$ cat src/rtl/bdh_pkg.sv
// ----------------------------------------------------------------------------
// bdh_pkg
// Shared types and constants for the button debounce and hold detector.
// ----------------------------------------------------------------------------
`timescale 1ns / 1ps

package bdh_pkg;

  // Field widths of the ports
  localparam int BTN_FIELD_W   = 10;
  localparam int EVT_BTN_W     = 4;
  localparam int EVT_KIND_W    = 2;
  localparam int DEB_W         = 8;
  localparam int HOLD_W        = 16;
  localparam int CFG_DATA_W    = 16;
  localparam int CFG_INDEX_W   = 2;

  localparam int DEF_BUTTON_COUNT = 10;

  // Configuration register indexes
  localparam logic [CFG_INDEX_W-1:0] REG_DEBOUNCE_THRESHOLD = 2'd0;
  localparam logic [CFG_INDEX_W-1:0] REG_HOLD_THRESHOLD     = 2'd1;
  localparam logic [CFG_INDEX_W-1:0] REG_HOLD_LIMIT         = 2'd2;

  // Reset values of the configuration registers
  localparam logic [DEB_W-1:0]  RST_DEBOUNCE_THRESHOLD = 8'd5;
  localparam logic [HOLD_W-1:0] RST_HOLD_THRESHOLD     = 16'd200;
  localparam logic [HOLD_W-1:0] RST_HOLD_LIMIT         = 16'd200;

  // Event kind codes
  localparam logic [EVT_KIND_W-1:0] KIND_PRESS        = 2'd0;
  localparam logic [EVT_KIND_W-1:0] KIND_RELEASE      = 2'd1;
  localparam logic [EVT_KIND_W-1:0] KIND_HOLD_INSTANT = 2'd2;
  localparam logic [EVT_KIND_W-1:0] KIND_HOLD_CONT    = 2'd3;

  // Thresholds shared by every button
  typedef struct packed {
    logic [DEB_W-1:0]  debounce_threshold;
    logic [HOLD_W-1:0] hold_threshold;
    logic [HOLD_W-1:0] hold_limit;
  } cfg_t;

  // Per-button outcome of one tick
  typedef struct packed {
    logic clean;      // clean value after the tick
    logic press;
    logic release_ev;
    logic hold_inst;
    logic hold_cont;
  } btn_evt_t;

endpackage

$ cat src/rtl/bdh_button.sv
// ----------------------------------------------------------------------------
// bdh_button
// Debounce and hold counters of one button, updated once per accepted tick.
// ----------------------------------------------------------------------------
`timescale 1ns / 1ps

module bdh_button
  import bdh_pkg::*;
(
  input  logic     clk,
  input  logic     rst,
  input  logic     advance,   // a tick request is accepted this cycle
  input  logic     raw,
  input  cfg_t     cfg,
  output btn_evt_t evt
);

  // The raw value taken when a button settles always equals the clean value,
  // so one bit serves as both.
  logic              clean;
  logic [DEB_W-1:0]  mismatch_count;
  logic [HOLD_W-1:0] hold_count;

  logic              clean_next;
  logic [DEB_W-1:0]  mismatch_count_next;
  logic [HOLD_W-1:0] hold_count_next;
  logic [DEB_W-1:0]  mc;
  logic              settle;

  // Tick evaluation
  always_comb begin
    mc         = (raw != clean) ? DEB_W'(mismatch_count + 1'b1) : mismatch_count;
    settle     = (mc >= cfg.debounce_threshold);
    clean_next = clean;
    mismatch_count_next = mc;
    hold_count_next     = hold_count;
    evt = '0;
    evt.hold_cont = clean;
    if (settle) begin
      clean_next          = raw;
      mismatch_count_next = '0;
      hold_count_next     = '0;
      evt.press           = raw;
      evt.release_ev      = ~raw;
    end else begin
      if (hold_count < cfg.hold_limit) begin
        hold_count_next = HOLD_W'(hold_count + 1'b1);
      end
      evt.hold_inst = clean && (hold_count_next >= cfg.hold_threshold);
    end
    evt.clean = clean_next;
  end

  // State registers
  always_ff @(posedge clk) begin
    if (rst) begin
      clean          <= 1'b0;
      mismatch_count <= '0;
      hold_count     <= '0;
    end else if (advance) begin
      clean          <= clean_next;
      mismatch_count <= mismatch_count_next;
      hold_count     <= hold_count_next;
    end
  end

endmodule

$ cat src/rtl/button_debounce_hold_detector_unit.sv
// ----------------------------------------------------------------------------
// button_debounce_hold_detector_unit
// Debounces a vector of buttons and reports press, release and hold events.
// ----------------------------------------------------------------------------
// Usage:
//   Input channel (in_valid / in_stall / raw_pressed): one request per scan
//   tick, bit i is button i, 1 = pressed.
//   Output channel (out_valid / out_stall / result fields): exactly one
//   result per tick, in order.
//   A tick accepted at an edge shows its result after that edge. One tick
//   per cycle is sustained while the receiver does not stall; each button's
//   next state is combinational and a result register sits on the output.
//   When the receiver stalls, the result holds and in_stall is raised;
//   a new tick is taken in the same cycle that the held result is taken.
//   Configuration writes (cfg_we, cfg_index, cfg_data) take effect at the
//   next edge; indexes beyond the register list are ignored.
//   Reset clears all button state and loads the default thresholds
//   (debounce 5, hold threshold 200, hold limit 200).
// ----------------------------------------------------------------------------
`timescale 1ns / 1ps

module button_debounce_hold_detector_unit
  import bdh_pkg::*;
#(
  parameter int BUTTON_COUNT = DEF_BUTTON_COUNT
) (
  input  logic                   clk,
  input  logic                   rst,
  // configuration
  input  logic                   cfg_we,
  input  logic [CFG_INDEX_W-1:0] cfg_index,
  input  logic [CFG_DATA_W-1:0]  cfg_data,
  // tick input
  input  logic                   in_valid,
  output logic                   in_stall,
  input  logic [BTN_FIELD_W-1:0] raw_pressed,
  // result output
  output logic                   out_valid,
  input  logic                   out_stall,
  output logic [BTN_FIELD_W-1:0] clean_state,
  output logic [BTN_FIELD_W-1:0] press_events,
  output logic [BTN_FIELD_W-1:0] release_events,
  output logic [BTN_FIELD_W-1:0] hold_instant_events,
  output logic [BTN_FIELD_W-1:0] hold_continuous_events,
  output logic                   event_valid,
  output logic [EVT_BTN_W-1:0]   event_button,
  output logic [EVT_KIND_W-1:0]  event_kind
);

  localparam int VEC_W = (BUTTON_COUNT > BTN_FIELD_W) ? BUTTON_COUNT : BTN_FIELD_W;

  cfg_t     cfg;
  logic     accept;
  btn_evt_t evt [BUTTON_COUNT];

  logic [VEC_W-1:0]      clean_vec, press_vec, release_vec, hinst_vec, hcont_vec;
  logic                  ev_valid;
  logic [EVT_BTN_W-1:0]  ev_button;
  logic [EVT_KIND_W-1:0] ev_kind;

  // Configuration registers
  always_ff @(posedge clk) begin
    if (rst) begin
      cfg.debounce_threshold <= RST_DEBOUNCE_THRESHOLD;
      cfg.hold_threshold     <= RST_HOLD_THRESHOLD;
      cfg.hold_limit         <= RST_HOLD_LIMIT;
    end else if (cfg_we) begin
      unique case (cfg_index)
        REG_DEBOUNCE_THRESHOLD: cfg.debounce_threshold <= cfg_data[DEB_W-1:0];
        REG_HOLD_THRESHOLD:     cfg.hold_threshold     <= cfg_data[HOLD_W-1:0];
        REG_HOLD_LIMIT:         cfg.hold_limit         <= cfg_data[HOLD_W-1:0];
        default: ;
      endcase
    end
  end

  // Handshake: the output register frees up when its result is taken
  assign in_stall = out_valid & out_stall;
  assign accept   = in_valid & ~in_stall;

  // Per-button counters; buttons without an input bit see a released input
  for (genvar g = 0; g < BUTTON_COUNT; g++) begin : g_btn
    logic raw_bit;
    if (g < BTN_FIELD_W) begin : g_in
      assign raw_bit = raw_pressed[g];
    end else begin : g_zero
      assign raw_bit = 1'b0;
    end
    bdh_button u_button (
      .clk     (clk),
      .rst     (rst),
      .advance (accept),
      .raw     (raw_bit),
      .cfg     (cfg),
      .evt     (evt[g])
    );
  end

  // Gather vectors and pick the highest-numbered button with an event
  always_comb begin
    clean_vec   = '0;
    press_vec   = '0;
    release_vec = '0;
    hinst_vec   = '0;
    hcont_vec   = '0;
    ev_valid    = 1'b0;
    ev_button   = '0;
    ev_kind     = '0;
    for (int i = 0; i < BUTTON_COUNT; i++) begin
      clean_vec[i]   = evt[i].clean;
      press_vec[i]   = evt[i].press;
      release_vec[i] = evt[i].release_ev;
      hinst_vec[i]   = evt[i].hold_inst;
      hcont_vec[i]   = evt[i].hold_cont;
      if (evt[i].press || evt[i].release_ev || evt[i].hold_inst || evt[i].hold_cont) begin
        ev_valid  = 1'b1;
        ev_button = EVT_BTN_W'(i);
        if (evt[i].press) begin
          ev_kind = KIND_PRESS;
        end else if (evt[i].release_ev) begin
          ev_kind = KIND_RELEASE;
        end else if (evt[i].hold_inst) begin
          ev_kind = KIND_HOLD_INSTANT;
        end else begin
          ev_kind = KIND_HOLD_CONT;
        end
      end
    end
  end

  // Result register
  always_ff @(posedge clk) begin
    if (rst) begin
      out_valid <= 1'b0;
    end else if (accept) begin
      out_valid <= 1'b1;
    end else if (!out_stall) begin
      out_valid <= 1'b0;
    end
  end

  always_ff @(posedge clk) begin
    if (accept) begin
      clean_state            <= clean_vec[BTN_FIELD_W-1:0];
      press_events           <= press_vec[BTN_FIELD_W-1:0];
      release_events         <= release_vec[BTN_FIELD_W-1:0];
      hold_instant_events    <= hinst_vec[BTN_FIELD_W-1:0];
      hold_continuous_events <= hcont_vec[BTN_FIELD_W-1:0];
      event_valid            <= ev_valid;
      event_button           <= ev_button;
      event_kind             <= ev_kind;
    end
  end

endmodule

$ cat config.mk
export PLATFORM = sky130hd
export DESIGN_NAME = button_debounce_hold_detector_unit
export DESIGN_NICKNAME = d
export VERILOG_FILES = /design/src/rtl/bdh_pkg.sv /design/src/rtl/bdh_button.sv /design/src/rtl/button_debounce_hold_detector_unit.sv
export SDC_FILE = /design/constraint.sdc
export NUM_CORES = 1
export LEC_CHECK = 0
export ABC_AREA = 1
export BUFFER_PORTS_ARGS = -buffer_cell sky130_fd_sc_hd__buf_4
export CORE_MARGIN = 3
export CORE_UTILIZATION = 45
export CTS_BUF_LIST = sky130_fd_sc_hd__clkbuf_4 sky130_fd_sc_hd__clkbuf_8 sky130_fd_sc_hd__clkbuf_16
export DETAILED_ROUTE_END_ITERATION = 16
export GPL_TIMING_DRIVEN = 1
export PLACE_DENSITY = 0.66
export REMOVE_ABC_BUFFERS = 1
export SETUP_SLACK_MARGIN = 0.02
export SKIP_CTS_REPAIR_TIMING = 1
export SYNTH_ARGS = -nofsm -noshare
export SYNTH_HDL_FRONTEND = slang
export SYNTH_SLANG_ARGS = --single-unit
$ cat constraint.sdc
create_clock -name clk -period 6.61 [get_ports clk]
set_input_delay 0.3305 -clock clk [delete_from_list [all_inputs] [get_ports clk]]
set_output_delay 0.3305 -clock clk [all_outputs]
set_load 0.05 [all_outputs]
=== Word level (Yosys, flattened, before mapping) ===
Index checks and enable logic that the tools add are counted.

* Memory bits (read-only): 0
* Flip-flop bits (word level): 348
* Bits in latches: 0
* Memories: 0
* Word-level logic and storage cells: 296
* Output and inout bits: 59
* RAM bits: 0
* Bits of input ports: 33

* Bitwise gates (word level): 13
* Shift-type cells: 0
* Eq/ne operators: 13
* Muxes and demuxes: 131
* Reduce and logical (&&, ||, !) cells: 46
* Div/mod/pow operators: 0
* Add/sub/neg operators: 20
* Order comparisons: 30
* $mul: 0

{| class="wikitable"
|+ Operator list
! operator !! number
|-
| $mux W16 || 30
|-
| $add A16 B1 Y16 const B || 10
|-
| $ge A16 B16 Y1 || 10
|-
| $lt A16 B16 Y1 || 10
|-
| $mux W8 || 20
|-
| $add A8 B1 Y8 const B || 10
|-
| $ge A8 B8 Y1 || 10
|-
| $mux W2 || 40
|-
| $mux W1 || 35
|-
| $logic_or A1 B1 Y1 || 30
|-
| $mux W4 || 6
|-
| $not A1 Y1 || 11
|-
| $logic_and A1 B1 Y1 || 10
|-
| $ne A1 B1 Y1 || 10
|-
| $reduce_or A9 Y1 || 1
|-
| $reduce_and A2 Y1 || 3
|-
| $and A1 B1 Y1 || 2
|-
| $eq A2 B1 Y1 const B || 1
|-
| $eq A2 B2 Y1 const B || 1
|-
| $logic_not A2 Y1 || 1
|-
| $ne A2 B1 Y1 const B || 1
|-
| $reduce_or A2 Y1 || 1
|}

=== Logic depth before layout (Yosys ltp) ===
Gate-level depths: netlist of run 1.

* Depth in word-level cells: 20
* Depth in mapped cells: 31
* Depth with buffers taken out: 30

=== Cells and area by module ===
Synthesis of run 1 repeated with hierarchy kept, for this count alone.

* Cells, all modules: 4907
* Area total of the unflattened synthesis: 31532.7 µm²

{| class="wikitable"
|+ By module, submodules not included
! module !! seq. area each (µm²) !! cells each !! area each (µm²) !! instances
|-
| bdh_button (g_btn[0].u_button ...) || 500.5 || 456 || 2783.9 || 9
|-
| button_debounce_hold_detector_unit || 2532.4 || 349 || 3697.3 || 1
|-
| bdh_button (g_btn[5].u_button) || 500.5 || 454 || 2780.2 || 1
|}

=== Worst setup path after synthesis of run 1 ===
OpenSTA, ideal clock, no wires.

* Path kind: reg2reg
* Start: register out_valid
* End: register g_btn[0].u_button.mismatch_count[7]
* Stages on the path, launching flop included: 10
* Arrival time: 4.555 ns
* Library setup time: 0.128 ns
* Slack: 1.928 ns
* Required time: 6.482 ns
* Buffers on the path: 3
* Period minus slack after synthesis: 4.682 ns
* Cells stage by stage: dfxtp_1 nand2_1 inv_1 nor2_1 inv_2 buf_2 buf_2 buf_1 a22oi_1 nor2_1

* Cells in the longest elaborated chain, start to end: 3

{| class="wikitable"
|+ Ends and longest elaborated chain
! what !! line !! RTL
|-
| start: declaration || button_debounce_hold_detector_unit.sv:38 || <nowiki>output logic out_valid,</nowiki>
|-
| start signal: assignment || button_debounce_hold_detector_unit.sv:134 || <nowiki>out_valid <= 1'b0;</nowiki>
|-
| start signal: assignment || button_debounce_hold_detector_unit.sv:136 || <nowiki>out_valid <= 1'b1;</nowiki>
|-
| start signal: assignment || button_debounce_hold_detector_unit.sv:138 || <nowiki>out_valid <= 1'b0;</nowiki>
|-
| $and A1 B1 Y1 || button_debounce_hold_detector_unit.sv:78 || <nowiki>assign in_stall = out_valid & out_stall;</nowiki>
|-
| named net in_stall || button_debounce_hold_detector_unit.sv:35 || <nowiki>output logic in_stall,</nowiki>
|-
| $not A1 Y1 || button_debounce_hold_detector_unit.sv:79 || <nowiki>assign accept = in_valid & ~in_stall;</nowiki>
|-
| $and A1 B1 Y1 || button_debounce_hold_detector_unit.sv:79 ||
|-
| named net accept || button_debounce_hold_detector_unit.sv:53 || <nowiki>logic accept;</nowiki>
|-
| end signal: assignment || bdh_button.sv:62 || <nowiki>mismatch_count <= mismatch_count_next;</nowiki>
|-
| end: declaration || bdh_button.sv:21 || <nowiki>logic [DEB_W-1:0] mismatch_count;</nowiki>
|}

The timed path passes the listed nets, and every way through them passes these cells.
A chain may end at the register's enable or synchronous reset.

=== Worst setup path in the final report of run 1 ===
* Start: register cfg[15] (netlist name)
* End: register event_kind[0] (data pin)

* Cells in the longest elaborated chain, start to end: 19
* Elaborated cells on any way between the ends: 120
* Those cells by class: order compare (20); mux (70); reduce/logical (30)

{| class="wikitable"
|+ Ends and longest elaborated chain
! what !! line !! RTL
|-
| $lt A16 B16 Y1 || bdh_button.sv:46 || <nowiki>if (hold_count < cfg.hold_limit) begin</nowiki>
|-
| $mux W16 || bdh_button.sv:46 ||
|-
| $mux W16 || bdh_button.sv:39 || <nowiki>if (settle) begin</nowiki>
|-
| $ge A16 B16 Y1 || bdh_button.sv:49 || <nowiki>evt.hold_inst = clean && (hold_count_next >= cfg.hold_threshold);</nowiki>
|-
| $logic_and A1 B1 Y1 || bdh_button.sv:49 ||
|-
| $mux W1 || bdh_button.sv:39 ||
|-
| $mux W1 || button_debounce_hold_detector_unit.sv:122 || <nowiki>end else if (evt[i].hold_inst) begin</nowiki>
|-
| $mux W2 || button_debounce_hold_detector_unit.sv:120 || <nowiki>end else if (evt[i].release_ev) begin</nowiki>
|-
| $mux W2 || button_debounce_hold_detector_unit.sv:118 || <nowiki>if (evt[i].press) begin</nowiki>
|-
| $mux W2 (9 in series) || button_debounce_hold_detector_unit.sv:115 || <nowiki>if (evt[i].press || evt[i].release_ev || evt[i].hold_inst || evt[i].hold_cont) begin</nowiki>
|-
| $mux W2 * || button_debounce_hold_detector_unit.sv:115 ||
|-
| named net ev_kind[0] || button_debounce_hold_detector_unit.sv:59 || <nowiki>logic [EVT_KIND_W-1:0] ev_kind;</nowiki>
|-
| end signal: assignment || button_debounce_hold_detector_unit.sv:151 || <nowiki>event_kind <= ev_kind;</nowiki>
|-
| end: declaration || button_debounce_hold_detector_unit.sv:47 || <nowiki>output logic [EVT_KIND_W-1:0] event_kind</nowiki>
|}

The timed path passes the listed nets; every way through them passes the cells marked *. The select of a mux whose other input is x is not followed.

==> flow_metrics.tcl, run 1 <==
set metrics [dict create \
    syn_area_per_cell_um2 6.90 \
    drtIter0Drc 2013 \
    clock_latency_ns 0.61 \
    cp_data_arrival_time_ns 5.25 \
    wirelength_um 83500 \
    grt_setup_unrepaired "false" \
    timing.slew.headroom_pct 17.5 \
    slowest_delay_ns 1.00 \
    ys_types 45 \
    min-delay-path-class "input pin to flop" \
    ys.flop_type "dfxtp_1" \
    final_cells 4972 \
    row_count 90 \
    pin_count 92 \
    tightest_slew_ns 1.24 \
    die_w_um 256 \
    critPathMaxFanout 18 \
    crit_slowest_cell "o41ai_1" \
    finalHoldViolations 0 \
    grt_use_total_pct 24.8 \
    ys_seq_area_share_pct 26.9 \
    ant_nets 0 \
    finalSetupViolCount 0 \
    ys_top_cells_by_area "dfxtp_1, ha_1, nand2_1" \
    cts_tree "done" \
    coreArea_mm2 0.0610 \
    fmax_mhz 205 \
    post-dp-hpwl_um 59100 \
    grt_max_degree 143 \
    vias_per_cell 5.31 \
    io_buffers 91 \
    hold_ws_ns 0.00300 \
    die-area_mm2 0.0654 \
    via_count 26400 \
    antenna_found_initial 2 \
    synth_top_area_cell "dfxtp_1" \
    drv_cap 0 \
    nets 4551 \
    path_clk_slew_ns 0.06 \
    wire_per_inst_um 16.8 \
    synth_top_area_share_pct 20.8 \
    finalCritPeriodShare_pct 73.9 \
    slew_viol_final 0 \
    path_cells "inv_1 > ha_1 > a21oi_1 > o21ai_0 > a21oi_1 > nand2_1 > inv_2 > nand2_1 > nand2_1 > inv_1 > ha_1 > nand2_1 > nor2_1 > nand4_1 > o41ai_1 > o21ai_0 > a21oi_1 > nand2_1" \
    skew_ns 0.0372 \
    fin_crit_ns 4.89 \
    die_h_um 256 \
    netlist_area_mm2 0.0281 \
    cts_sinks 348 \
    synth-edff-count 57 \
    cts_buffer_depth 3 \
    layout-drive-gt1-share_pct 6.30 \
    path_class "flop to flop" \
    start_util_pct 46.0 \
    clockRootBuffer "clkbuf_16" \
    dr.pass1.iters 5 \
    final_cell_area_mm2 0.0309 \
    ctsHtreeMaxLevel 2 \
    status "complete, no violations" \
    synthToLayoutAreaGrowth_pct 10.2 \
    placed_cells 4889 \
    drc_errors 0 \
    cp-start-kind "flop" \
    layout_commonest_cell "nand2_1" \
    cp.required_ns 6.97 \
    syn_inst 4066 \
    grt_overflow 0 \
    globalplace.congestion 0.899 \
    setup.worst_path.end_class "flop" \
    synthArstFlopShare_pct 0 \
    cpMostUsedCell "nand2_1" \
    grt_pass1_wl_um 131000 \
    post_dp_cell_area_mm2 0.0294 \
    grt_pass1_vias 24100 \
    final_cell_mix "nand2_1, inv_1, a21oi_1, ha_1, dfxtp_1" \
    synth_seq_cells 348 \
    synth_warnings 0 \
    cts_buffers 44 \
]
[stage by stage]
| step | setup WS [ns] | util, % | TNS [ns] |
|---|---|---|---|
| CTS | 1.85 | 50.6 | 0 |
| detailed placement | 1.84 | 48.2 | 0 |
| finish | 1.72 | 50.7 | 0 |
| global route | 1.51 | 50.7 | 0 |
| floorplan | -1.27 | - | -288.84 |
| global placement | 1.85 | 48.2 | 0 |
[sequential cells by signal, summed over array words and instances (netlist names)]
name                           flops
out_valid                          1
release_events                    10
g_btn.u_button.mismatch_count     80
clean_state                       10
hold_continuous_events            10
hold_instant_events               10
cfg                               40
g_btn.u_button.clean              10
event_valid                        1
event_kind                         2
event_button                       4
g_btn.u_button.hold_count        160
press_events                      10
[cells by family (layout without fill, tap and decap cells)]
kind of cell	count (synthesis)	in the layout	share of synthesized area (%)
compound gates	683	683	13.5
simple gates	1778	1778	26.2
xor+xnor	201	201	6.28
flops	348	348	26.9
fa+ha+maj	410	410	18.3
buf+inv	646	723	8.93
other cells	0	1	0
[routing by layer]
metal  GRT usage, %  vias to the layer above  part of all wire (%)
met2           39.3                      789                    43
met3           4.83                      167                   7.8
li1               -                    13500                     -
met4           8.68                        2                   3.6
met5              0                        -                 0.016
met1           33.6                    12000                    45
[synthesized netlist by cell type, types with 4 or more instances]
library cell and instances:
nand2_1 1144, inv_1 503, a21oi_1 421, ha_1 410
dfxtp_1 291, nor2_1 264, xor2_1 149, nand3_1 147
o21ai_0 122, nor3_1 74, a22oi_1 70, nand4_1 67
clkbuf_1 65, edfxtp_1 57, xnor2_1 52, buf_2 33
nor4_1 29, inv_2 28, or2_2 27, o211ai_1 21
or2_1 19, o31ai_1 10, buf_1 9, o21ai_1 9
o21a_1 8, o21bai_1 6, buf_4 4
[worst max-delay path, delay by kind of cell, from the launching register on]
| family | cells | cell delay, ns |
|---|---|---|
| AOI/OAI and AO/OA | 6 | 1.87 |
| and+or+nand+nor | 7 | 0.96 |
| buffers and inverters | 3 | 0.88 |
| adders and majority gates | 2 | 0.65 |
| DFF | 1 | 0.30 |
[layout make-up]
cell class | count | area (um^2)
fillers | 6205 | 30100
multi-input cells | 3072 | 18000
flip-flops and latches | 348 | 7540
inverters | 531 | 2000
clock buffers | 58 | 1260
well taps | 828 | 1040
repair buffers | 111 | 842
clock inverters | 23 | 219
diodes | 1 | 2.50
[worst paths after layout]
path / start / endpoint / slack, ns / depth (start not counted)
setup / recovery: cfg[15]$_SDFFE_PP0P_ / event_kind[0]$_DFFE_PP_ / 1.72 / 18
hold / removal: out_stall / out_valid$_SDFFE_PP0P_ / 0.003 / 3
setup reg to reg: cfg[15]$_SDFFE_PP0P_ / event_kind[0]$_DFFE_PP_ / 1.72 / 18
hold reg to reg: g_btn[1].u_button.clean$_SDFFE_PP0P_ / hold_continuous_events[1]$_DFFE_PP_ / 0.50 / 0
Power of run 1 is left out: the tool's default activity adds up to more than one toggle a clock period on the data nets, which glitch-free logic cannot reach.
==> inputs of run 2 (changes only) <==
--- a/config.mk
+++ b/config.mk
@@ -5,7 +5,7 @@
 export SDC_FILE = /design/constraint.sdc
 export NUM_CORES = 1
 export LEC_CHECK = 0
-export ABC_AREA = 1
+export ABC_AREA = 0
 export BUFFER_PORTS_ARGS = -buffer_cell sky130_fd_sc_hd__buf_4
 export CORE_MARGIN = 3
 export CORE_UTILIZATION = 45
==> constraint.sdc (replaced) <==
create_clock -name clk -period 4.8 [get_ports clk]
set_input_delay 0.24 -clock clk [delete_from_list [all_inputs] [get_ports clk]]
set_output_delay 0.24 -clock clk [all_outputs]
set_load 0.05 [all_outputs]
==> run 2 against run 1 <==
Compared with the run above:
- global-route usage grew 4.0 points
- die area shrank 0.98%
- cell count decreased by 9.5%
- count of clock-buffer cells in the layout fell by 5
- routed wire length increased by 14%
- largest cell class unchanged
==> flow_metrics.tcl, run 2 <==
set metrics [dict create \
    fmax_mhz 211 \
    synth_warnings 0 \
    dr.pass1.iters 6 \
    cts_buffers 44 \
    cts_tree "done" \
    die-area_mm2 0.0647 \
    power_mw 8.34 \
    layout_commonest_cell "ha_1" \
    wl_met3_um 8650 \
    largest_reg_flops 160 \
    path_class "flop to flop" \
    reg_top3 "g_btn.u_button.hold_count: 160 flops, g_btn.u_button.mismatch_count: 80 flops, cfg: 40 flops" \
    power.density_mw_per_mm2 254 \
    ys_top_cells_by_area "dfxtp_1, ha_1, edfxtp_1" \
    cts_sinks 348 \
    min-delay-path-class "input pin to flop" \
    regMostFlops "g_btn.u_button.hold_count" \
    synth_most_common_cell "ha_1" \
    wirelength_um 94900 \
    drv_cap 0 \
    cp-start-kind "flop" \
    finalCritPeriodShare_pct 98.6 \
    synth-edff-count 57 \
    rrSetupSlack_ns 0.07 \
    cp.required_ns 5.12 \
    drc_errors 0 \
    timing.slew.headroom_pct 15.0 \
    row_count 90 \
    antenna_found_initial 1 \
    synth_top_family_by_area "simple AND/OR/NAND/NOR gates" \
    p_leak_nw 14.4 \
    synthXorXnorAreaFrac_pct 7.25 \
    ant_nets 0 \
    synthArstFlopShare_pct 0 \
    synth_seq_cells 348 \
    grt_setup_unrepaired "true" \
    final_cell_mix "ha_1, nand2_1, buf_4, dfxtp_1, a21oi_1" \
    start_util_pct 45.8 \
    grt_max_degree 93 \
    synthAdderAreaFrac_pct 18.5 \
    post-dp-hpwl_um 66400 \
    clockRootBuffer "clkbuf_16" \
    vdd_drop_max_uv 331 \
    ctsHtreeMaxLevel 2 \
    setup.worst_path.end_class "flop" \
    top_layer_used "met5" \
    cp_data_arrival_time_ns 5.05 \
    antenna_cells 0 \
    coreArea_mm2 0.0607 \
    synth-simple-area-share_pct 21.8 \
    io_buffers 91 \
    die_w_um 254 \
    critPathMaxFanout 6 \
    globalplace.congestion 0.968 \
    finalHoldViolations 0 \
    grt_use_total_pct 28.8 \
    nets 4126 \
    fin_crit_ns 4.73 \
    wire_per_inst_um 21.1 \
    clock_latency_ns 0.59 \
    ys_top_cells_by_count "ha_1, nand2_1, dfxtp_1" \
    tightest_slew_ns 1.27 \
    placed_cells 4382 \
    final_cells 4498 \
    via_count 27400 \
    ys.flop_type "dfxtp_1" \
    pin_count 92 \
    synth_top_area_share_pct 21.0 \
    met1Wirelength_um 41200 \
    vias_per_cell 6.10 \
    ys_seq_area_share_pct 27.1 \
    die_h_um 254 \
    drtIter0Drc 2667 \
    netlist_area_mm2 0.0278 \
    slew_viol_final 0 \
    status "complete, no violations" \
    syn_inst 3408 \
    synth_compound_area_share_pct 21.0 \
    grt_pass1_wl_um 146000 \
    cts_buffer_depth 3 \
    wl_met2_um 40600 \
    finalSetupViolCount 0 \
    synthMuxAreaShare_pct 0.843 \
    path_clk_slew_ns 0.06 \
    grt_pass1_vias 25200 \
    ys_types 76 \
    syn_area_per_cell_um2 8.15 \
    layout-drive-gt1-share_pct 14.3 \
    grt_overflow 0 \
    skew_ns 0.0127 \
    synthToLayoutAreaGrowth_pct 18.4 \
    synth_top_area_cell "dfxtp_1" \
]
[run 2: cell count changes in the layout (fill, tap and decap cells not counted), moves of 48 or more]
cell / delta
nand2_1: -786
inv_1: -416
buf_4: +245
a21oi_1: -165
a21o_1: +83
xnor2_1: +82
a31oi_1: +75
and3_1: +67
o21ai_0: +61
a22oi_1: -55
xor2_1: -55
or3_1: +48
[run 2: final timing paths]
path / from / endpoint / depth (start not counted)
worst min-delay path: raw_pressed[1] / press_events[1]$_DFFE_PP_ / 2
worst min register to register: cfg[4]$_SDFFE_PP0P_ / cfg[4]$_SDFFE_PP0P_ / 2
worst max-delay path: g_btn[3].u_button.hold_count[5]$_SDFFE_PP0P_ / event_kind[0]$_DFFE_PP_ / 18
worst max register to register: g_btn[3].u_button.hold_count[5]$_SDFFE_PP0P_ / event_kind[0]$_DFFE_PP_ / 18
[run 2: cell families (layout without fill, tap and decap cells)]
kind of cell,after synthesis,count (layout)
xor gates and xnor gates,230,230
muxes,21,21
buffers and inverters,252,560
adders and majority gates,410,410
AOI/OAI and AO/OA,906,906
and+or+nand+nor,1241,1241
DFF,348,348
[run 2: layer usage]
| metal | vias to the layer above | GRT usage (%) |
|---|---|---|
| li1 | 13200 | - |
| met1 | 12900 | 39.6 |
| met2 | 1107 | 44.7 |
| met3 | 218 | 5.21 |
| met4 | 2 | 11.9 |
| met5 | - | 0 |
[run 2: metrics by stage]
step,worst slack (ns),TNS (ns),cell area [um^2],utilization [%],hold slack [ns]
after global placement,-0.125,-0.125,30900,50.9,0.442
after floorplan,-1.91,-385.15,27200,-,0.309
final,0.0651,0,32900,54.2,0.0365
after detailed placement,-0.220,-0.220,30900,50.9,0.446
after global routing,-0.143,-0.143,32900,54.2,0.0415
after CTS,-0.276,-0.276,32300,53.2,-0.112
[run 2: final cells by class]
type / instances / area (um^2)
inverter: 93 / 357
fill: 5663 / 27800
tap: 782 / 978
clock buffer: 53 / 1200
timing repair buffer: 388 / 3060
clock inverter: 26 / 190
multi-input combinational: 2808 / 19500
sequential: 348 / 7540
[run 2: critical path, stage by stage, from the launching register on]
cell,delay (ns)
dfxtp_1,0.34
buf_4,0.17
and3_1,0.21
and3_2,0.26
and3_1,0.24
and3_2,0.26
and3_1,0.21
and3_1,0.20
xor2_1,0.15
ha_1,0.30
nand4_1,0.13
or4_4,0.55
o211ai_1,0.24
buf_4,0.20
a31oi_4,0.09
nor3_2,0.17
nand4_1,0.25
a2111oi_2,0.39
o32ai_1,0.12
[run 2: where the power goes]
group | leakage [nW] | switching (mW) | internal (mW) | total (mW)
logic | 10.8 | 1.14 | 0.685 | 1.83
registers | 2.93 | 0.119 | 3.09 | 3.21
clock network | 0.693 | 1.41 | 1.89 | 3.30
total | 14.4 | 2.67 | 5.67 | 8.34
Note: power is estimated with default switching activity, not from simulation.
